**src/hw/rtl/lrk4_pkg.sv**
```systemverilog
// Package for the Lorenz RK4 stepper: fixed-point constants, saturation and
// divide-by-six helpers, micro-operation types and the micro-program table.
// Used by lrk4_ctrl, lrk4_datapath and lorenz_rk4_stepper. No dependencies.
`default_nettype none

package lrk4_pkg;

  localparam int FRAC_BITS = 24;
  localparam int COORD_W   = 32;
  localparam int SCALE_W   = 17;
  localparam int TICK_W    = 16;
  localparam int ACC_W     = 36;

  localparam logic signed [COORD_W-1:0] SIGMA_Q = 32'sd167772160;
  localparam logic signed [COORD_W-1:0] BETA_Q  = 32'sd44739243;
  localparam logic signed [COORD_W-1:0] HALF_Q  = 32'sd8388608;
  localparam logic signed [COORD_W-1:0] X_RESET = 32'sd1677722;
  localparam logic [SCALE_W-1:0]        SCALE_RESET = 17'd65536;

  // Offset of six times 2^32 keeps the dividend of the final division positive.
  localparam logic signed [ACC_W-1:0] DIV_OFFSET = 36'sd25769803776;
  localparam logic signed [63:0]      QUOT_OFFSET = 64'sd4294967296;
  localparam int DIV_STEPS = 9;
  localparam int DIV_CNT_W = $clog2(DIV_STEPS);

  localparam int PC_W = 6;
  localparam logic [PC_W-1:0] PC_LAST = 6'd61;

  typedef enum logic [1:0] {OP_ADD, OP_SUB, OP_MUL} op_t;

  typedef enum logic [4:0] {
    SRC_ZERO, SRC_X, SRC_Y, SRC_Z, SRC_PX, SRC_PY, SRC_PZ,
    SRC_T0, SRC_T1, SRC_T2, SRC_KX, SRC_KY, SRC_KZ,
    SRC_RHO, SRC_DT, SRC_SIGMA, SRC_BETA, SRC_HALF
  } src_t;

  typedef enum logic [3:0] {
    DST_PX, DST_PY, DST_PZ, DST_T0, DST_T1, DST_T2, DST_KX, DST_KY, DST_KZ
  } dst_t;

  typedef enum logic [1:0] {ACC_NONE, ACC_LOAD, ACC_ONE, ACC_TWO} acc_t;

  typedef struct packed {
    op_t  op;
    src_t src_a;
    src_t src_b;
    dst_t dst;
    acc_t acc;
  } uop_t;

  typedef struct packed {
    logic load;
    logic issue;
    logic mul_wb;
    logic div_init;
    logic div_step;
    logic commit;
    logic push;
    uop_t uop;
  } cmd_t;

  typedef struct packed {
    logic div_last;
  } sts_t;

  typedef enum logic [2:0] {
    ST_IDLE, ST_RUN, ST_MULW, ST_DINIT, ST_DIV, ST_COMMIT, ST_PUSH
  } state_t;

  typedef struct packed {
    logic [2:0] rem;
    logic [3:0] quo;
  } digit_t;

  function automatic logic signed [COORD_W-1:0] sat64(input logic signed [63:0] v);
    logic signed [COORD_W-1:0] r;
    if (v > 64'sd2147483647) begin
      r = 32'sh7FFFFFFF;
    end else if (v < -64'sd2147483648) begin
      r = 32'sh80000000;
    end else begin
      r = v[COORD_W-1:0];
    end
    return r;
  endfunction

  // Four bits of long division by six; the remainder stays below six.
  function automatic digit_t div6_digit(input logic [2:0] rem, input logic [3:0] bits);
    digit_t     d;
    logic [3:0] t;
    d.rem = rem;
    d.quo = '0;
    for (int j = 3; j >= 0; j--) begin
      t = {d.rem, bits[j]};
      if (t >= 4'd6) begin
        d.rem  = 3'(t - 4'd6);
        d.quo[j] = 1'b1;
      end else begin
        d.rem  = t[2:0];
      end
    end
    return d;
  endfunction

  function automatic uop_t mk(input op_t op, input src_t a, input src_t b,
                              input dst_t d, input acc_t acc);
    uop_t u;
    u.op    = op;
    u.src_a = a;
    u.src_b = b;
    u.dst   = d;
    u.acc   = acc;
    return u;
  endfunction

  // One derivative evaluation at the trial point, ending with k = f * dt.
  function automatic uop_t deriv_uop(input logic [PC_W-1:0] i, input acc_t acc);
    uop_t u;
    case (i)
      6'd0:    u = mk(OP_SUB, SRC_PY,    SRC_PX, DST_T0, ACC_NONE);
      6'd1:    u = mk(OP_MUL, SRC_SIGMA, SRC_T0, DST_T0, ACC_NONE);
      6'd2:    u = mk(OP_SUB, SRC_RHO,   SRC_PZ, DST_T1, ACC_NONE);
      6'd3:    u = mk(OP_MUL, SRC_PX,    SRC_T1, DST_T1, ACC_NONE);
      6'd4:    u = mk(OP_SUB, SRC_T1,    SRC_PY, DST_T1, ACC_NONE);
      6'd5:    u = mk(OP_MUL, SRC_PX,    SRC_PY, DST_T2, ACC_NONE);
      6'd6:    u = mk(OP_MUL, SRC_BETA,  SRC_PZ, DST_KX, ACC_NONE);
      6'd7:    u = mk(OP_SUB, SRC_T2,    SRC_KX, DST_T2, ACC_NONE);
      6'd8:    u = mk(OP_MUL, SRC_T0,    SRC_DT, DST_KX, acc);
      6'd9:    u = mk(OP_MUL, SRC_T1,    SRC_DT, DST_KY, acc);
      default: u = mk(OP_MUL, SRC_T2,    SRC_DT, DST_KZ, acc);
    endcase
    return u;
  endfunction

  // Trial point at the midpoint: p = s + k * 0.5.
  function automatic uop_t half_uop(input logic [PC_W-1:0] i);
    uop_t u;
    case (i)
      6'd0:    u = mk(OP_MUL, SRC_KX, SRC_HALF, DST_PX, ACC_NONE);
      6'd1:    u = mk(OP_ADD, SRC_X,  SRC_PX,   DST_PX, ACC_NONE);
      6'd2:    u = mk(OP_MUL, SRC_KY, SRC_HALF, DST_PY, ACC_NONE);
      6'd3:    u = mk(OP_ADD, SRC_Y,  SRC_PY,   DST_PY, ACC_NONE);
      6'd4:    u = mk(OP_MUL, SRC_KZ, SRC_HALF, DST_PZ, ACC_NONE);
      default: u = mk(OP_ADD, SRC_Z,  SRC_PZ,   DST_PZ, ACC_NONE);
    endcase
    return u;
  endfunction

  function automatic uop_t uop_rom(input logic [PC_W-1:0] pc);
    uop_t u;
    if (pc == 6'd0) begin
      u = mk(OP_ADD, SRC_X, SRC_ZERO, DST_PX, ACC_NONE);
    end else if (pc == 6'd1) begin
      u = mk(OP_ADD, SRC_Y, SRC_ZERO, DST_PY, ACC_NONE);
    end else if (pc == 6'd2) begin
      u = mk(OP_ADD, SRC_Z, SRC_ZERO, DST_PZ, ACC_NONE);
    end else if (pc < 6'd14) begin
      u = deriv_uop(pc - 6'd3, ACC_LOAD);
    end else if (pc < 6'd20) begin
      u = half_uop(pc - 6'd14);
    end else if (pc < 6'd31) begin
      u = deriv_uop(pc - 6'd20, ACC_TWO);
    end else if (pc < 6'd37) begin
      u = half_uop(pc - 6'd31);
    end else if (pc < 6'd48) begin
      u = deriv_uop(pc - 6'd37, ACC_TWO);
    end else if (pc == 6'd48) begin
      u = mk(OP_ADD, SRC_X, SRC_KX, DST_PX, ACC_NONE);
    end else if (pc == 6'd49) begin
      u = mk(OP_ADD, SRC_Y, SRC_KY, DST_PY, ACC_NONE);
    end else if (pc == 6'd50) begin
      u = mk(OP_ADD, SRC_Z, SRC_KZ, DST_PZ, ACC_NONE);
    end else begin
      u = deriv_uop(pc - 6'd51, ACC_ONE);
    end
    return u;
  endfunction

endpackage

`default_nettype wire

```
**src/hw/rtl/lrk4_ctrl.sv**
```systemverilog
// Sequencer for the Lorenz RK4 stepper: walks the micro-program, runs the
// final division and hands results to the output register.
// Depends on lrk4_pkg.
`default_nettype none

module lrk4_ctrl (
  input  wire logic          clk,
  input  wire logic          rst,
  input  wire logic          in_valid,
  output logic               in_stall,
  output logic               out_valid,
  input  wire logic          out_stall,
  input  lrk4_pkg::sts_t     sts,
  output lrk4_pkg::cmd_t     cmd
);
  import lrk4_pkg::*;

  state_t          state, state_next;
  logic [PC_W-1:0] pc, pc_next;
  logic            out_valid_next;

  always_ff @(posedge clk) begin
    if (rst) begin
      state     <= ST_IDLE;
      pc        <= '0;
      out_valid <= 1'b0;
    end else begin
      state     <= state_next;
      pc        <= pc_next;
      out_valid <= out_valid_next;
    end
  end

  always_comb begin
    state_next = state;
    pc_next    = pc;
    in_stall   = 1'b1;
    cmd        = '0;
    cmd.uop    = uop_rom(pc);
    unique case (state)
      ST_IDLE: begin
        in_stall = 1'b0;
        if (in_valid) begin
          cmd.load   = 1'b1;
          pc_next    = '0;
          state_next = ST_RUN;
        end
      end
      ST_RUN: begin
        cmd.issue = 1'b1;
        if (cmd.uop.op == OP_MUL) begin
          state_next = ST_MULW;
        end else if (pc == PC_LAST) begin
          state_next = ST_DINIT;
        end else begin
          pc_next = pc + 1'b1;
        end
      end
      ST_MULW: begin
        cmd.mul_wb = 1'b1;
        if (pc == PC_LAST) begin
          state_next = ST_DINIT;
        end else begin
          pc_next    = pc + 1'b1;
          state_next = ST_RUN;
        end
      end
      ST_DINIT: begin
        cmd.div_init = 1'b1;
        state_next   = ST_DIV;
      end
      ST_DIV: begin
        cmd.div_step = 1'b1;
        if (sts.div_last) begin
          state_next = ST_COMMIT;
        end
      end
      ST_COMMIT: begin
        cmd.commit = 1'b1;
        state_next = ST_PUSH;
      end
      ST_PUSH: begin
        if (!out_valid || !out_stall) begin
          cmd.push   = 1'b1;
          state_next = ST_IDLE;
        end
      end
      default: begin
        state_next = ST_IDLE;
      end
    endcase
  end

  always_comb begin
    if (cmd.push) begin
      out_valid_next = 1'b1;
    end else if (out_valid && !out_stall) begin
      out_valid_next = 1'b0;
    end else begin
      out_valid_next = out_valid;
    end
  end

  // A result must never overwrite one that is still held by a stalled consumer.
  a_push_free: assert property (@(posedge clk) disable iff (rst)
    cmd.push |-> (!out_valid || !out_stall))
    else $error("result pushed over a stalled item");

  // Every multiply issue is followed by its write-back cycle.
  a_mul_wb: assert property (@(posedge clk) disable iff (rst)
    (cmd.issue && cmd.uop.op == OP_MUL) |=> (state == ST_MULW))
    else $error("multiply issued without write-back");

  a_pc_range: assert property (@(posedge clk) disable iff (rst)
    (state == ST_RUN || state == ST_MULW) |-> (pc <= PC_LAST))
    else $error("micro-program counter out of range");

  // The program always finishes with the division before a result is pushed.
  a_div_order: assert property (@(posedge clk) disable iff (rst)
    (state == ST_COMMIT) |-> ($past(state) == ST_DIV && $past(sts.div_last)))
    else $error("commit without completed division");

endmodule

`default_nettype wire

```
**config.mk**
```make
export PLATFORM = sky130hd
export DESIGN_NAME = lrk4_ctrl
export DESIGN_NICKNAME = d
export VERILOG_FILES = /design/src/hw/rtl/lrk4_pkg.sv /design/src/hw/rtl/lrk4_ctrl.sv
export SDC_FILE = /design/constraint.sdc
export NUM_CORES = 1
export LEC_CHECK = 0
export ABC_AREA = 1
export ABC_CLOCK_PERIOD_IN_PS = 8050
export BUFFER_PORTS_ARGS = -buffer_cell sky130_fd_sc_hd__buf_2
export CAP_MARGIN = 20
export CORE_ASPECT_RATIO = 0.7
export CORE_MARGIN = 4
export CORE_UTILIZATION = 45
export CTS_BUF_LIST = sky130_fd_sc_hd__clkbuf_8 sky130_fd_sc_hd__clkbuf_16
export CTS_CLUSTER_DIAMETER = 30
export CTS_CLUSTER_SIZE = 12
export DETAILED_ROUTE_END_ITERATION = 12
export PLACE_DENSITY = 0.72
export SYNTH_ARGS = -nofsm -noshare
export SYNTH_HDL_FRONTEND = slang
export SYNTH_SLANG_ARGS = --single-unit
```
**constraint.sdc**
```tcl
create_clock -name clk -period 8.05 [get_ports clk]
set_input_delay 1.61 -clock clk [delete_from_list [all_inputs] [get_ports clk]]
set_output_delay 1.61 -clock clk [all_outputs]
set_load 0.02 [all_outputs]
```
### Word level (Yosys, flattened, before mapping)

Memories as Yosys holds them, arrays and structs flattened.
Index checks and enable logic that the tools add are counted.

* add/subtract/negate cells: 7
* magnitude comparators: 5
* equality and inequality tests: 26
* mux-type cells: 40
* reduce and logical (&&, ||, !) cells: 16

Operators with widths (number)
* 2-to-1 mux 18 bit: 15
* one-hot mux 18 bit (5 select lines): 2
* == test 6 x 2 -> 1 bit (second input constant): 5
* == test 6 bit (second input constant): 4
* one-hot mux 3 bit (7 select lines): 1
* == test 6 x 1 -> 1 bit (second input constant): 3
* logical NOT 6 bit: 3
* 2-to-1 mux 6 bit: 3
* one-hot mux 6 bit (3 select lines): 1
* 2-to-1 mux 3 bit: 5
* == test 6 x 3 -> 1 bit (second input constant): 2
* less-than comparator 6 x 5 -> 1 bit (second input constant): 2
* less-than comparator 6 bit (second input constant): 2
* 2-to-1 mux 1 bit: 12
* subtractor 6 x 5 -> 6 bit (second input constant): 2
* subtractor 6 bit (second input constant): 2
* == test 3 bit (second input constant): 3
* logical NOT 2 bit: 4
* != test 2 bit (second input constant): 4
* adder 6 x 1 -> 6 bit (second input constant): 1
* == test 3 x 2 -> 1 bit (second input constant): 2
* less-than comparator 6 x 4 -> 1 bit (second input constant): 1
* subtractor 6 x 2 -> 6 bit (second input constant): 1
* subtractor 6 x 4 -> 6 bit (second input constant): 1
* other kinds (12): 13

* register bits after elaboration: 10
* ROM bits: 1056
* input bits: 5
* output and inout bits: 27
* logic and storage cells: 101
* memories kept: 4

Memory list
* (name not given): words 16, width 17, rd ports 1, clocked after Yosys merged registers in 0, write ports 0, line lrk4_pkg.sv:119 `case (i)`
* (name not given): words 16, width 17, rd ports 1, clocked after Yosys merged registers in 0, write ports 0, line lrk4_pkg.sv:119
* (name not given): words 16, width 16, rd ports 1, clocked after Yosys merged registers in 0, write ports 0, line lrk4_pkg.sv:119
* (name not given): words 16, width 16, rd ports 1, clocked after Yosys merged registers in 0, write ports 0, line lrk4_pkg.sv:119

### Depth between registers and ports, before layout

* depth after elaboration: 17
* gate-level depth with buffers: 22
* mapped depth without buffers: 21

### Worst setup path before layout

No wires, ideal clock.

* path type: reg2out
* start: register pc[1]
* end: output port cmd[4] (netlist bit)
* arrival time: 2.630 ns
* required time: 6.440 ns
* path slack: 3.810 ns
* cell stages (with the launch flop): 11
* cells stage by stage: dfxtp_1 buf_2 inv_1 ha_1 nand2_1 inv_1 nand2_1 nand2_1 nor2_4 clkinv_1 o311ai_0

RTL lines
* start, declared: line lrk4_ctrl.sv:19 `logic [PC_W-1:0] pc, pc_next;`
* start signal, assigned: line lrk4_ctrl.sv:29 `pc <= pc_next;`
* end, declared: line lrk4_ctrl.sv:14 `output lrk4_pkg::cmd_t cmd`

==> impl_metrics.env <==
export IMPL_status="completed"
export IMPL_setup_viol=0
export IMPL_yosysWarnings=0
export IMPL_post_route_min_period_ns=5.24
export IMPL_finalCritPeriodShare_pct=65.1
export IMPL_setup_slack_ns=2.81
export IMPL_start_util_pct=47.0
export IMPL_critPathTopFamily="compound AO/OA/AOI/OAI gates"
export IMPL_fp_row_count=23
export IMPL_hold_path_end="out_valid$_SDFFE_PP0P_"
export IMPL_final_common_cell="nand2_1"
export IMPL_worstMarginPinSlew_ns=0.634
export IMPL_drcViolationCount=0
export IMPL_skew_ns=0.00609
export IMPL_cp_start_kind="register"
export IMPL_worstPathArrival_ns=3.63
export IMPL_io_pin_count=32
export IMPL_hold_violations=0
export IMPL_final_nets=551
export IMPL_grt_util_all_layers_pct=30.0
export IMPL_timing_rr_end="pc[2]$_SDFFE_PP0P_"
export IMPL_root_buffer="clkbuf_8"
export IMPL_cap_violations=0
export IMPL_fmax_ghz=0.191
export IMPL_min_from="out_valid$_SDFFE_PP0P_"
export IMPL_synth_cell_types=47
export IMPL_grt_pass1_wl_um=17200
export IMPL_nFillCells=634
export IMPL_netlist_area_mm2=0.00273
export IMPL_grt_pass1_vias=3203
export IMPL_gp_congestion=1.13
export IMPL_multi_input_area_mm2=0.00223
export IMPL_cts_resized=0
export IMPL_avgSynthCellArea_um2=5.44
export IMPL_design_core_area_mm2=0.00581
export IMPL_crit_buf_inv=2
export IMPL_place_area_mm2=0.00291
export IMPL_antenna_found_initial=0
export IMPL_io_buffers=31
export IMPL_crit_required_ns=6.44
export IMPL_post_place_cells=598
export IMPL_syn_inst=502
export IMPL_finalNonFillerCells=601
export IMPL_fp_dieArea_mm2=0.00740
export IMPL_synth_top_area_share_pct=17.9
export IMPL_layout_common_cells="nand2_1, nor2_1, inv_1"
export IMPL_antenna_left=0
export IMPL_critPathMaxFanout=16
export IMPL_rsz0062_at_grt="false"
export IMPL_fp_dieH_um=73.2
export IMPL_vias=3731
export IMPL_clockBufferDepth=2
export IMPL_hold_class="reg -> reg"
export IMPL_ys_seq_area_share_pct=7.33
export IMPL_synth_flop_cell="dfxtp_1"
export IMPL_cts_tree="done"
export IMPL_drt_iter0_markers=566
export IMPL_layout_drive_gt1_share_pct=14.8
export IMPL_cpPeakStageDelay_ns=0.72
export IMPL_via_per_inst=6.21
export IMPL_synth_net_count=525
export IMPL_hold_buffers=0
export IMPL_finalSetupTns_ns=0
export IMPL_avgRoutedWirePerCell_um=18.6
export IMPL_end_kind="output port"
export IMPL_ff_latch_area_um2=200
export IMPL_r2r_cells=15
export IMPL_detail_route_first_pass_iterations=6
export IMPL_cts_sinks=10
export IMPL_cpMaxStageDelayCell="dfxtp_1"
export IMPL_holdPathStages=2
export IMPL_report_final_slew_viol_count=0
export IMPL_areaGrowthSynthToFinish_pct=7.93
export IMPL_clk_latency_ns=0.23
export IMPL_cts_made_buffers=3
export IMPL_async_flop_share_pct=0
export IMPL_r2r_slack_ns=4.57
export IMPL_synthTopCellsByArea="nand2_1, nor2_1, ha_1"
export IMPL_postCtsSetupBuffers=0
export IMPL_path_cells="inv_2, ha_1, nand2_1, nand2_1, nand2_1, nand2_1, o21ai_0, o21ai_0, o211ai_1, nand2_1, nand3_1, nand3_1, nand3_1, o211ai_1, a21oi_1, buf_2"
export IMPL_slew_limit_headroom_pct=57.6
export IMPL_grt_max_degree=17
export IMPL_synth_edff_count=0
export IMPL_synth_top_cell_by_area="nand2_1"
export IMPL_synth_seq_cells=10
export IMPL_dp_hpwl_um=9080
export IMPL_finalWirelength_um=11200
export IMPL_fp_dieW_um=101
export IMPL_htree_levels=1
export IMPL_path_clk_slew_ns=0.05
export IMPL_path_common_cell="nand2_1"
export IMPL_antennaDiodeCount=0
export IMPL_reg2reg_from="pc[1]$_SDFFE_PP0P_"
export IMPL_path_class="reg -> out"
export IMPL_stdcell_area_mm2=0.00295
export IMPL_overflow=0
export IMPL_pre_cts_ws_ns=3.23
[sequential cells by signal, summed over array words and instances, names as in the netlist]
name       count
out_valid      1
pc             6
state          3
[cells by family after synthesis]
logic type | synth area share [%]
compound gates | 26.6
fa+ha+maj | 8.25
simple gates | 46.1
buf+inv | 11.1
xor+xnor | 0.596
flops | 7.33
[per-layer routing]
| metal | track usage, % | part of all wire (%) |
|---|---|---|
| met1 | 44.3 | 42 |
| met2 | 40.4 | 38 |
| met3 | 11.3 | 17 |
| met4 | 6.64 | 2.7 |
| met5 | 0 | 0 |
[worst max path at each step]
stage,start,end,slack [ns],depth (start not counted)
floorplan,pc[1]$_SDFFE_PP0P_,cmd[4],3.81,10
global placement,pc[2]$_SDFFE_PP0P_,cmd[11],3.06,18
detailed placement,pc[2]$_SDFFE_PP0P_,cmd[11],3.23,18
CTS,pc[2]$_SDFFE_PP0P_,cmd[13],2.98,15
global route,pc[2]$_SDFFE_PP0P_,cmd[11],2.61,18
finish,pc[2]$_SDFFE_PP0P_,cmd[12],2.81,16
[per-stage QoR]
step / hold slack (ns) / utilization, %
after floorplan: 0.529 / -
after CTS: 0.500 / 50.7
after detailed placement: 0.495 / 50.0
after global placement: 0.484 / 50.0
after global routing: 0.527 / 50.7
final: 0.500 / 50.7
[worst register-to-register path, delay by kind of cell, from the launching register on]
| family | cells | cell delay [ns] |
|---|---|---|
| adders and majority gates | 2 | 0.80 |
| buffers and inverters | 3 | 0.59 |
| AOI/OAI and AO/OA | 2 | 0.45 |
| and+or+nand+nor | 8 | 0.82 |
| DFF | 1 | 0.70 |
[Yosys cell counts, drive strengths merged (2+ instances only)]
library cell and number:
o221ai 3, buf 8, nand3 41, o21ai 48
dfxtp 10, o211ai 6, a31oi 8, inv 58
nand4 5, nor3 10, o22ai 3, nand2 141
ha 18, a211oi 2, nor2 78, a21oi 36
o31ai 3, o311ai 3, clkinv 3, and2 3
nor4 2, o21a 2, clkbuf 2
[area by class of cell]
cell class / instances / share of cell area [%]
multi-input combinational: 421 / 75.6
inverter: 61 / 7.77
sequential: 10 / 6.79
timing repair buffer: 31 / 5.27
tap: 75 / 3.18
clock buffer: 3 / 1.40
Power is left out: the tool's default activity adds up to more than one toggle a clock period on the data nets, which glitch-free logic cannot reach.
