File: config.mk
export PLATFORM = sky130hd
export DESIGN_NAME = lrk4_datapath
export DESIGN_NICKNAME = d
export VERILOG_FILES = /design/src/hw/rtl/lrk4_pkg.sv /design/src/hw/rtl/lrk4_datapath.sv
export SDC_FILE = /design/constraint.sdc
export NUM_CORES = 2
export LEC_CHECK = 0
export ABC_AREA = 1
export BUFFER_PORTS_ARGS = -buffer_cell sky130_fd_sc_hd__buf_2
export CAP_MARGIN = 40
export CORE_MARGIN = 4
export CORE_UTILIZATION = 45
export CTS_CLUSTER_DIAMETER = 150
export CTS_CLUSTER_SIZE = 28
export DETAILED_ROUTE_END_ITERATION = 8
export GPL_ROUTABILITY_DRIVEN = 0
export PLACE_DENSITY_LB_ADDON = 0.05
export REMOVE_ABC_BUFFERS = 1
export SLEW_MARGIN = 20
export SYNTH_ARGS = -nofsm -noshare
export SYNTH_HDL_FRONTEND = slang
export SYNTH_SLANG_ARGS = --single-unit
File: constraint.sdc
create_clock -name clk -period 13.25 [get_ports clk]
set_input_delay 1.325 -clock clk [delete_from_list [all_inputs] [get_ports clk]]
set_output_delay 1.325 -clock clk [all_outputs]
set_load 0.01 [all_outputs]
File: src/hw/rtl/lrk4_pkg.sv
// Package for the Lorenz RK4 stepper: fixed-point constants, saturation and
// divide-by-six helpers, micro-operation types and the micro-program table.
// Used by lrk4_ctrl, lrk4_datapath and lorenz_rk4_stepper. No dependencies.
`default_nettype none

package lrk4_pkg;

  localparam int FRAC_BITS = 24;
  localparam int COORD_W   = 32;
  localparam int SCALE_W   = 17;
  localparam int TICK_W    = 16;
  localparam int ACC_W     = 36;

  localparam logic signed [COORD_W-1:0] SIGMA_Q = 32'sd167772160;
  localparam logic signed [COORD_W-1:0] BETA_Q  = 32'sd44739243;
  localparam logic signed [COORD_W-1:0] HALF_Q  = 32'sd8388608;
  localparam logic signed [COORD_W-1:0] X_RESET = 32'sd1677722;
  localparam logic [SCALE_W-1:0]        SCALE_RESET = 17'd65536;

  // Offset of six times 2^32 keeps the dividend of the final division positive.
  localparam logic signed [ACC_W-1:0] DIV_OFFSET = 36'sd25769803776;
  localparam logic signed [63:0]      QUOT_OFFSET = 64'sd4294967296;
  localparam int DIV_STEPS = 9;
  localparam int DIV_CNT_W = $clog2(DIV_STEPS);

  localparam int PC_W = 6;
  localparam logic [PC_W-1:0] PC_LAST = 6'd61;

  typedef enum logic [1:0] {OP_ADD, OP_SUB, OP_MUL} op_t;

  typedef enum logic [4:0] {
    SRC_ZERO, SRC_X, SRC_Y, SRC_Z, SRC_PX, SRC_PY, SRC_PZ,
    SRC_T0, SRC_T1, SRC_T2, SRC_KX, SRC_KY, SRC_KZ,
    SRC_RHO, SRC_DT, SRC_SIGMA, SRC_BETA, SRC_HALF
  } src_t;

  typedef enum logic [3:0] {
    DST_PX, DST_PY, DST_PZ, DST_T0, DST_T1, DST_T2, DST_KX, DST_KY, DST_KZ
  } dst_t;

  typedef enum logic [1:0] {ACC_NONE, ACC_LOAD, ACC_ONE, ACC_TWO} acc_t;

  typedef struct packed {
    op_t  op;
    src_t src_a;
    src_t src_b;
    dst_t dst;
    acc_t acc;
  } uop_t;

  typedef struct packed {
    logic load;
    logic issue;
    logic mul_wb;
    logic div_init;
    logic div_step;
    logic commit;
    logic push;
    uop_t uop;
  } cmd_t;

  typedef struct packed {
    logic div_last;
  } sts_t;

  typedef enum logic [2:0] {
    ST_IDLE, ST_RUN, ST_MULW, ST_DINIT, ST_DIV, ST_COMMIT, ST_PUSH
  } state_t;

  typedef struct packed {
    logic [2:0] rem;
    logic [3:0] quo;
  } digit_t;

  function automatic logic signed [COORD_W-1:0] sat64(input logic signed [63:0] v);
    logic signed [COORD_W-1:0] r;
    if (v > 64'sd2147483647) begin
      r = 32'sh7FFFFFFF;
    end else if (v < -64'sd2147483648) begin
      r = 32'sh80000000;
    end else begin
      r = v[COORD_W-1:0];
    end
    return r;
  endfunction

  // Four bits of long division by six; the remainder stays below six.
  function automatic digit_t div6_digit(input logic [2:0] rem, input logic [3:0] bits);
    digit_t     d;
    logic [3:0] t;
    d.rem = rem;
    d.quo = '0;
    for (int j = 3; j >= 0; j--) begin
      t = {d.rem, bits[j]};
      if (t >= 4'd6) begin
        d.rem  = 3'(t - 4'd6);
        d.quo[j] = 1'b1;
      end else begin
        d.rem  = t[2:0];
      end
    end
    return d;
  endfunction

  function automatic uop_t mk(input op_t op, input src_t a, input src_t b,
                              input dst_t d, input acc_t acc);
    uop_t u;
    u.op    = op;
    u.src_a = a;
    u.src_b = b;
    u.dst   = d;
    u.acc   = acc;
    return u;
  endfunction

  // One derivative evaluation at the trial point, ending with k = f * dt.
  function automatic uop_t deriv_uop(input logic [PC_W-1:0] i, input acc_t acc);
    uop_t u;
    case (i)
      6'd0:    u = mk(OP_SUB, SRC_PY,    SRC_PX, DST_T0, ACC_NONE);
      6'd1:    u = mk(OP_MUL, SRC_SIGMA, SRC_T0, DST_T0, ACC_NONE);
      6'd2:    u = mk(OP_SUB, SRC_RHO,   SRC_PZ, DST_T1, ACC_NONE);
      6'd3:    u = mk(OP_MUL, SRC_PX,    SRC_T1, DST_T1, ACC_NONE);
      6'd4:    u = mk(OP_SUB, SRC_T1,    SRC_PY, DST_T1, ACC_NONE);
      6'd5:    u = mk(OP_MUL, SRC_PX,    SRC_PY, DST_T2, ACC_NONE);
      6'd6:    u = mk(OP_MUL, SRC_BETA,  SRC_PZ, DST_KX, ACC_NONE);
      6'd7:    u = mk(OP_SUB, SRC_T2,    SRC_KX, DST_T2, ACC_NONE);
      6'd8:    u = mk(OP_MUL, SRC_T0,    SRC_DT, DST_KX, acc);
      6'd9:    u = mk(OP_MUL, SRC_T1,    SRC_DT, DST_KY, acc);
      default: u = mk(OP_MUL, SRC_T2,    SRC_DT, DST_KZ, acc);
    endcase
    return u;
  endfunction

  // Trial point at the midpoint: p = s + k * 0.5.
  function automatic uop_t half_uop(input logic [PC_W-1:0] i);
    uop_t u;
    case (i)
      6'd0:    u = mk(OP_MUL, SRC_KX, SRC_HALF, DST_PX, ACC_NONE);
      6'd1:    u = mk(OP_ADD, SRC_X,  SRC_PX,   DST_PX, ACC_NONE);
      6'd2:    u = mk(OP_MUL, SRC_KY, SRC_HALF, DST_PY, ACC_NONE);
      6'd3:    u = mk(OP_ADD, SRC_Y,  SRC_PY,   DST_PY, ACC_NONE);
      6'd4:    u = mk(OP_MUL, SRC_KZ, SRC_HALF, DST_PZ, ACC_NONE);
      default: u = mk(OP_ADD, SRC_Z,  SRC_PZ,   DST_PZ, ACC_NONE);
    endcase
    return u;
  endfunction

  function automatic uop_t uop_rom(input logic [PC_W-1:0] pc);
    uop_t u;
    if (pc == 6'd0) begin
      u = mk(OP_ADD, SRC_X, SRC_ZERO, DST_PX, ACC_NONE);
    end else if (pc == 6'd1) begin
      u = mk(OP_ADD, SRC_Y, SRC_ZERO, DST_PY, ACC_NONE);
    end else if (pc == 6'd2) begin
      u = mk(OP_ADD, SRC_Z, SRC_ZERO, DST_PZ, ACC_NONE);
    end else if (pc < 6'd14) begin
      u = deriv_uop(pc - 6'd3, ACC_LOAD);
    end else if (pc < 6'd20) begin
      u = half_uop(pc - 6'd14);
    end else if (pc < 6'd31) begin
      u = deriv_uop(pc - 6'd20, ACC_TWO);
    end else if (pc < 6'd37) begin
      u = half_uop(pc - 6'd31);
    end else if (pc < 6'd48) begin
      u = deriv_uop(pc - 6'd37, ACC_TWO);
    end else if (pc == 6'd48) begin
      u = mk(OP_ADD, SRC_X, SRC_KX, DST_PX, ACC_NONE);
    end else if (pc == 6'd49) begin
      u = mk(OP_ADD, SRC_Y, SRC_KY, DST_PY, ACC_NONE);
    end else if (pc == 6'd50) begin
      u = mk(OP_ADD, SRC_Z, SRC_KZ, DST_PZ, ACC_NONE);
    end else begin
      u = deriv_uop(pc - 6'd51, ACC_ONE);
    end
    return u;
  endfunction

endpackage

`default_nettype wire

File: src/hw/rtl/lrk4_datapath.sv
// Datapath of the Lorenz RK4 stepper: point and temporary registers, one
// saturating adder, one 32x32 multiplier, increment accumulators and
// three divide-by-six lanes. Depends on lrk4_pkg.
`default_nettype none

module lrk4_datapath (
  input  wire logic                            clk,
  input  wire logic                            rst,
  input  wire logic                            cfg_wr_en,
  input  wire logic [lrk4_pkg::SCALE_W-1:0]    cfg_wr_data,
  input  wire logic [lrk4_pkg::TICK_W-1:0]     time_step,
  input  lrk4_pkg::cmd_t                       cmd,
  output lrk4_pkg::sts_t                       sts,
  output logic signed [lrk4_pkg::COORD_W-1:0]  pos_x,
  output logic signed [lrk4_pkg::COORD_W-1:0]  pos_y,
  output logic signed [lrk4_pkg::COORD_W-1:0]  pos_z
);
  import lrk4_pkg::*;

  logic [SCALE_W-1:0]          rho_scale;
  logic signed [COORD_W-1:0]   coord [3];
  logic signed [COORD_W-1:0]   pt    [3];
  logic signed [COORD_W-1:0]   tmp   [3];
  logic signed [COORD_W-1:0]   kv    [3];
  logic signed [COORD_W-1:0]   rho_q, dt_q;
  logic signed [63:0]          prod;
  logic signed [ACC_W-1:0]     acc   [3];
  logic [ACC_W-1:0]            dvd   [3];
  logic [2:0]                  rem   [3];
  logic [DIV_CNT_W-1:0]        div_cnt;

  logic signed [COORD_W-1:0]   opa, opb, wb_val;
  logic signed [63:0]          prod_c, rnd;
  logic signed [ACC_W-1:0]     k_ext;
  logic                        wb_en;
  logic [1:0]                  k_lane;
  logic                        k_wr;

  function automatic logic signed [COORD_W-1:0] pick(
    input src_t s,
    input logic signed [COORD_W-1:0] c0, c1, c2, p0, p1, p2,
    input logic signed [COORD_W-1:0] t0, t1, t2, k0, k1, k2, rq, dq);
    logic signed [COORD_W-1:0] v;
    case (s)
      SRC_ZERO:  v = '0;
      SRC_X:     v = c0;
      SRC_Y:     v = c1;
      SRC_Z:     v = c2;
      SRC_PX:    v = p0;
      SRC_PY:    v = p1;
      SRC_PZ:    v = p2;
      SRC_T0:    v = t0;
      SRC_T1:    v = t1;
      SRC_T2:    v = t2;
      SRC_KX:    v = k0;
      SRC_KY:    v = k1;
      SRC_KZ:    v = k2;
      SRC_RHO:   v = rq;
      SRC_DT:    v = dq;
      SRC_SIGMA: v = SIGMA_Q;
      SRC_BETA:  v = BETA_Q;
      SRC_HALF:  v = HALF_Q;
      default:   v = '0;
    endcase
    return v;
  endfunction

  always_comb begin
    opa = pick(cmd.uop.src_a, coord[0], coord[1], coord[2], pt[0], pt[1], pt[2],
               tmp[0], tmp[1], tmp[2], kv[0], kv[1], kv[2], rho_q, dt_q);
    opb = pick(cmd.uop.src_b, coord[0], coord[1], coord[2], pt[0], pt[1], pt[2],
               tmp[0], tmp[1], tmp[2], kv[0], kv[1], kv[2], rho_q, dt_q);
  end

  assign prod_c = opa * opb;
  // Round half up: add half an LSB, then floor by the arithmetic shift.
  assign rnd    = (prod + 64'sd8388608) >>> FRAC_BITS;

  always_comb begin
    wb_en  = 1'b0;
    wb_val = sat64(rnd);
    if (cmd.mul_wb) begin
      wb_en = 1'b1;
    end else if (cmd.issue && cmd.uop.op == OP_ADD) begin
      wb_en  = 1'b1;
      wb_val = sat64(64'(opa) + 64'(opb));
    end else if (cmd.issue && cmd.uop.op == OP_SUB) begin
      wb_en  = 1'b1;
      wb_val = sat64(64'(opa) - 64'(opb));
    end
  end

  always_comb begin
    k_wr   = 1'b0;
    k_lane = 2'd0;
    case (cmd.uop.dst)
      DST_KX:  begin k_wr = 1'b1; k_lane = 2'd0; end
      DST_KY:  begin k_wr = 1'b1; k_lane = 2'd1; end
      DST_KZ:  begin k_wr = 1'b1; k_lane = 2'd2; end
      default: begin k_wr = 1'b0; k_lane = 2'd0; end
    endcase
  end

  assign k_ext = ACC_W'(wb_val);

  always_ff @(posedge clk) begin
    if (rst) begin
      rho_scale <= SCALE_RESET;
    end else if (cfg_wr_en) begin
      rho_scale <= cfg_wr_data;
    end
  end

  always_ff @(posedge clk) begin
    if (cmd.load) begin
      dt_q  <= COORD_W'({TICK_W'(time_step) * 20'd10, 8'd0});
      rho_q <= COORD_W'({rho_scale * 22'd28, 8'd0});
    end
    if (cmd.issue && cmd.uop.op == OP_MUL) begin
      prod <= prod_c;
    end
    if (wb_en) begin
      case (cmd.uop.dst)
        DST_PX:  pt[0]  <= wb_val;
        DST_PY:  pt[1]  <= wb_val;
        DST_PZ:  pt[2]  <= wb_val;
        DST_T0:  tmp[0] <= wb_val;
        DST_T1:  tmp[1] <= wb_val;
        DST_T2:  tmp[2] <= wb_val;
        DST_KX:  kv[0]  <= wb_val;
        DST_KY:  kv[1]  <= wb_val;
        DST_KZ:  kv[2]  <= wb_val;
        default: ;
      endcase
      if (k_wr) begin
        case (cmd.uop.acc)
          ACC_LOAD: acc[k_lane] <= k_ext;
          ACC_ONE:  acc[k_lane] <= acc[k_lane] + k_ext;
          ACC_TWO:  acc[k_lane] <= acc[k_lane] + (k_ext <<< 1);
          default:  ;
        endcase
      end
    end
  end

  // The weighted sum plus three, offset to stay positive, is divided by six
  // four bits a cycle; the offset is taken back out of the quotient at commit.
  always_ff @(posedge clk) begin
    for (int i = 0; i < 3; i++) begin
      if (cmd.div_init) begin
        dvd[i] <= ACC_W'(acc[i] + 36'sd3 + DIV_OFFSET);
        rem[i] <= '0;
      end else if (cmd.div_step) begin
        dvd[i] <= {dvd[i][ACC_W-5:0], div6_digit(rem[i], dvd[i][ACC_W-1:ACC_W-4]).quo};
        rem[i] <= div6_digit(rem[i], dvd[i][ACC_W-1:ACC_W-4]).rem;
      end
    end
  end

  always_ff @(posedge clk) begin
    if (rst) begin
      div_cnt <= '0;
    end else if (cmd.div_init) begin
      div_cnt <= '0;
    end else if (cmd.div_step) begin
      div_cnt <= div_cnt + 1'b1;
    end
  end

  assign sts.div_last = (div_cnt == DIV_CNT_W'(DIV_STEPS - 1));

  always_ff @(posedge clk) begin
    if (rst) begin
      coord[0] <= X_RESET;
      coord[1] <= '0;
      coord[2] <= '0;
    end else if (cmd.commit) begin
      for (int i = 0; i < 3; i++) begin
        coord[i] <= sat64(64'(coord[i]) + $signed({28'd0, dvd[i]}) - QUOT_OFFSET);
      end
    end
  end

  always_ff @(posedge clk) begin
    if (cmd.push) begin
      pos_x <= coord[0];
      pos_y <= coord[1];
      pos_z <= coord[2];
    end
  end

  a_div_cnt: assert property (@(posedge clk) disable iff (rst)
    cmd.div_step |-> (div_cnt < DIV_CNT_W'(DIV_STEPS)))
    else $error("division step counter overran");

  // The division always starts from a clear remainder.
  a_rem_clear: assert property (@(posedge clk) disable iff (rst)
    cmd.div_init |=> (rem[0] == 3'd0 && rem[1] == 3'd0 && rem[2] == 3'd0))
    else $error("division remainder not cleared");

  a_rem_range: assert property (@(posedge clk) disable iff (rst)
    cmd.commit |-> (rem[0] < 3'd6 && rem[1] < 3'd6 && rem[2] < 3'd6))
    else $error("division remainder out of range");

endmodule

`default_nettype wire

### After elaboration in Yosys (flattened, before gate mapping)

Memory sizes are Yosys's and may differ from the RTL's.
Cells that the tools add are included.
Widths: inputs -> output; s select.

* reduce and logical (&&, ||, !) cells: 13
* bitwise operators: 11
* $lt $le $gt $ge: 24
* $mul: 3
* muxes and demuxes: 178
* add/sub/neg operators: 30
* shift-type cells: 0
* divide/modulo/power cells: 0
* eq/ne operators: 48

Operator list (number)
* $pmux 32 s17: 2
* $mux 32: 30
* $reduce_or 32->1: 6
* $mux 36: 5
* $gt 39x32->1 const B: 3
* $lt 39x32->1 const B: 3
* $mux 3: 39
* $sub 38x34->39 const B: 3
* $add 32x37->38: 3
* $add 36x3->36 const B: 3
* $add 36x36->36 const B: 3
* $mux 1: 95
* $eq 5x4->1 const B: 16
* $gt 33x32->1 const B: 2
* $lt 33x32->1 const B: 2
* $add 64x25->64 const B: 1
* $mul 32x32->64: 1
* $ge 4x3->1 const B: 12
* $eq 5x3->1 const B: 8
* $gt 40x32->1 const B: 1
* $lt 40x32->1 const B: 1
* $add 36x32->36: 1
* $add 36x33->36: 1
* $sub 3x3->3 const B: 12
* 22 further kinds: 54

* ROM bits: 0
* bits in latches: 0
* register bits: 220
* memory bits (writable): 609
* memories: 7
* input port bits: 61
* output and inout bits: 97

Memories
* acc: words 3, width 36, rd ports 4, clocked after Yosys merged registers in 0, wr ports 1, line lrk4_datapath.sv:27 `logic signed [ACC_W-1:0] acc [3];`
* dvd: words 3, width 36, rd ports 3, clocked after Yosys merged registers in 0, wr ports 3, line lrk4_datapath.sv:28 `logic [ACC_W-1:0] dvd [3];`
* coord: words 3, width 32, rd ports 3, clocked after Yosys merged registers in 0, wr ports 3, line lrk4_datapath.sv:21 `logic signed [COORD_W-1:0] coord [3];`
* kv: words 3, width 32, rd ports 3, clocked after Yosys merged registers in 0, wr ports 1, line lrk4_datapath.sv:24 `logic signed [COORD_W-1:0] kv [3];`
* pt: words 3, width 32, rd ports 3, clocked after Yosys merged registers in 0, wr ports 1, line lrk4_datapath.sv:22 `logic signed [COORD_W-1:0] pt [3];`
* tmp: words 3, width 32, rd ports 3, clocked after Yosys merged registers in 0, wr ports 1, line lrk4_datapath.sv:23 `logic signed [COORD_W-1:0] tmp [3];`
* +1 memories

### Depth between registers and ports, before layout

An unclocked memory read counts as a cell.

* word-level depth: 18
* depth in mapped cells: 57

### Least setup slack after synthesis

Ideal clock, no wire load.

* path type: input -> register
* start: input cmd[7] in the netlist's numbering
* end: register prod[60] (data pin)
* data arrival time: 9566 ps
* required time: 12997 ps
* path buffers: 4
* path slack: 3431 ps
* stages: 34
* cells stage by stage: buf_4 > inv_2 > nand2_1 > nor2_1 > buf_6 > nand2_1 > clkbuf_1 > o22ai_1 > a221oi_1 > nand2_1 > nor4_1 > inv_1 > clkbuf_1 > nand2_1 > inv_1 > fa_1 > fa_1 > fa_1 > fa_1 > fa_1 > inv_1 > fa_1 > fa_1 > fa_1 > inv_1 > ha_1 > a21oi_1 > o21ai_0 > a21oi_1 > inv_1 > a2111oi_0 > nand2_1 > nand2_1 > nand2_1

* word-level cells in the longest chain between the ends: 3

RTL lines
* start: declaration: line lrk4_datapath.sv:12 `input lrk4_pkg::cmd_t cmd,`
* $eq 5x5->1 (tied with other cells): line lrk4_datapath.sv:44 `case (s)`
* $pmux 32 s17 (*): line lrk4_datapath.sv:44
* $mul 32x32->64 (*): line lrk4_datapath.sv:75 `assign prod_c = opa * opb;`
* net prod_c[60]: line lrk4_datapath.sv:33 `logic signed [63:0] prod_c, rnd;`
* end signal: assignment: line lrk4_datapath.sv:120 `prod <= prod_c;`
* end: declaration: line lrk4_datapath.sv:26 `logic signed [63:0] prod;`

The timed path passes the listed nets; every way through them passes the cells marked *.
A chain may end at the register's enable or synchronous reset.

### Worst setup path after layout

* start: input cmd[7] in the netlist's numbering
* end: register prod[52] (data pin)

The elaborated chain is that of the path after synthesis.

==> summary.txt <==
Setup path
  – Slowest stage delay, CP: roughly 760 ps
  – Worst Setup SP: cmd[7]
  – Crit path DAT: around 12000 ps
  – Crit-path max FO: 30
  – Crit end category: flip-flop
  – Worst path slowest cell: nor2_1
  – RR Startpoint: coord[0][95]
  – CP Class: in -> reg
  – WP data required: ~14000 ps
  – Most used cell, CP: fa_1
  – R2r setup slk: ~2200 ps
  – Critical Path Source Type: input pin

GRT
  – Overflow after GRT: 0
  – Initial antenna violation count: 17
  – Pin count of the biggest net entering global routing: 96
  – First-pass GRT wire length: between 500000 and 600000 um
  – Gr usage total: 0.3665
  – Number of global-route vias before repair: roughly 79000

Floorplan
  – Die Y: roughly 460 um
  – Die area: around 0.21 mm2
  – IO Pins: about 160
  – Starting Density: 0.4537
  – Core ar.: between 0.2 and 0.25 mm2
  – # rows: ~160
  – Die X: between 400 and 500 um

Power
  – VDD IR max: around 0.00022 V
  – Pleak: 43.38 nW
  – Power per cell area: ~190 mW/mm2

Drt
  – ANT nets after route: 0
  – Via-to-Cell Ratio: approximately 5.9
  – Iter 0 DRT Violations: around 9800
  – Detailed Routing Iterations Pass 1: 9
  – DRC viols: 6
  – WL per Instance: roughly 29 um
  – Routed WL: 389300 um
  – Vias: 79885

Clock tree
  – Clk_lat worst skew: 700 ps
  – CTS tree: yes
  – Worst-path clk slew: about 120 ps
  – # Post-CTS Setup Buffers: 0
  – H-tree levels: 2
  – Post_cts resized: 0
  – Cts hold-fix bufs: 0
  – Total CTS buffers: 35
  – Sink Count: just over 800
  – CTS Buffer Depth: 3
  – Root buffer cell: clkbuf_16

Logic synthesis
  – Post-synth top cells: 2262 x nand2_1, 2034 x inv_1, 1109 x fa_1
  – Synth Flop Type: edfxtp_1
  – Syn avg cell area: about 8.5 um2
  – Register area share after synthesis: 0.2641
  – Top post-synthesis cells by area: edfxtp_1 26%, fa_1 24%, nand2_1 9.3%, inv_1 8.4%, ha_1 8.0%
  – Post-synthesis cell area: 0.09086 mm2
  – Yosys warns: 0
  – Distinct cells, synth: 76
  – Synth Instances: between 10000 and 15000
  – Synth area leader: edfxtp_1
  – Post-synth EDFFs: ~790
  – FF+latch count, synth: 806
  – Async S/R FF share, synth: 0
  – Area share of the largest cell type after synthesis: 0.2594
  – Most frequent cell after synthesis: nand2_1

STA
  – Final max-slew violation count: 0
  – Fmax: 86.50 MHz
  – Finish-stage setup viols: 0
  – Fin crit share: 0.8725
  – Clock skew: between 50 and 60 ps
  – Final Hold Fails: 0
  – RSZ-0062 raised after global routing: no
  – Setup TNS: 0 ps
  – Max transition margin: 0.3392
  – Hold_ws: around 470 ps
  – Crit path time final: between 10000 and 15000 ps
  – Worst slew pin tran: approximately 980 ps

Cells and area
  – Area growth, synth to finish: 7.449%
  – NumNets Final: around 13000
  – Share of layout cells above drive strength 1: 0.06192
  – Layout fillers: ~20000

Hold path
  – Hold path start: coord[0][21]
  – Hold Path Class: reg -> reg

Placed design
  – Post-DP HPWL: 315800 um
  – Port Buf Inserts: 157

Run status
  – Status: finished with violations
  – Failing checks: design-rule violations

Run
  – Max-capacitance violation count: 0
-- cell usage in the layout (no fill, tap or decap), types with 36 or more instances in the layout --
cell type  instances
clkbuf_16         36
inv_1           2032
buf_2            156
xnor2_1           98
nand3_1          310
xor2_1           226
nand2_1         2260
o21ai_0          525
nor2_1           871
a221oi_1          92
buf_4            280
a31oi_1           36
a21oi_1          523
nor4_1            49
nor3_1            83
ha_1             580
nand4_1           98
fa_1            1109
edfxtp_1         785
o22ai_1          129
-- final cells by class --
cell class              count  area (um2)  area share
diodes                      9       22.52   0.0002307
multi-input cells        7475       58040      0.5945
inverters                2071        7776     0.07965
repair buffers            468        3456     0.03540
clock buffers              42       924.6    0.009471
well taps                2656        3323     0.03404
flip-flops and latches    806       23990      0.2458
clock inverters             6       93.84   0.0009612
-- worst paths after layout --
| check | end | cells after the start |
|---|---|---|
| worst max register to register | prod[60] | 28 |
| worst max-delay path | prod[52] | 38 |
| worst min-delay path | pos_x[21] | 0 |
| worst min register to register | pos_x[21] | 0 |
-- metal layers --
layer	global-route usage	vias to the layer above	share of wire
li1	-	34574	-
met1	0.4640	39450	0.37
met2	0.5614	4734	0.43
met3	0.09013	1117	0.11
met4	0.2353	10	0.084
met5	0	-	0.00057
-- power breakdown --
group | switching, mW | internal, mW | total [mW] | leakage, nW
clock network | 0.877 | 0.530 | 1.41 | 0.498
logic | 8.76 | 4.14 | 12.9 | 35.2
registers | 0.432 | 3.56 | 4.00 | 7.68
-- logic make-up after synthesis --
logic type	synth area share
adders and majority gates	0.3242
xor gates and xnor gates	0.03123
buffers and inverters	0.09981
AOI/OAI and AO/OA	0.1046
muxes	0.0002203
DFF	0.2641
and+or+nand+nor	0.1758
-- state kept, by name, summed over array words and instances (netlist names) --
register / flops
acc: 108
dvd: 108
coord: 96
kv: 96
pt: 96
tmp: 96
prod: 41
pos_x: 32
pos_y: 32
pos_z: 32
rho_q: 20
dt_q: 19
rho_scale: 17
rem: 9
div_cnt: 4
-- through the flow --
stage,instance area [um2],total power [mW],worst slack (ps),cells,util
after floorplan,89560,11.80,2468,10352,-
after global placement,96030,16.52,1104,13443,0.4795
after detailed placement,96470,16.56,1341,13469,0.4817
after CTS,97490,18.01,2004,13517,0.4868
after global routing,97610,19.53,1481,13527,0.4874
final,97620,18.30,1689,13533,0.4875
-- critical path, delay by kind of cell --
| family | cells | cell delay (ps) |
|---|---|---|
| adders and majority gates | 10 | 4700 |
| and+or+nand+nor | 14 | 3030 |
| buffers and inverters | 12 | 2420 |
| AOI/OAI and AO/OA | 2 | 510 |
Note: power is estimated with default switching activity, not from simulation.
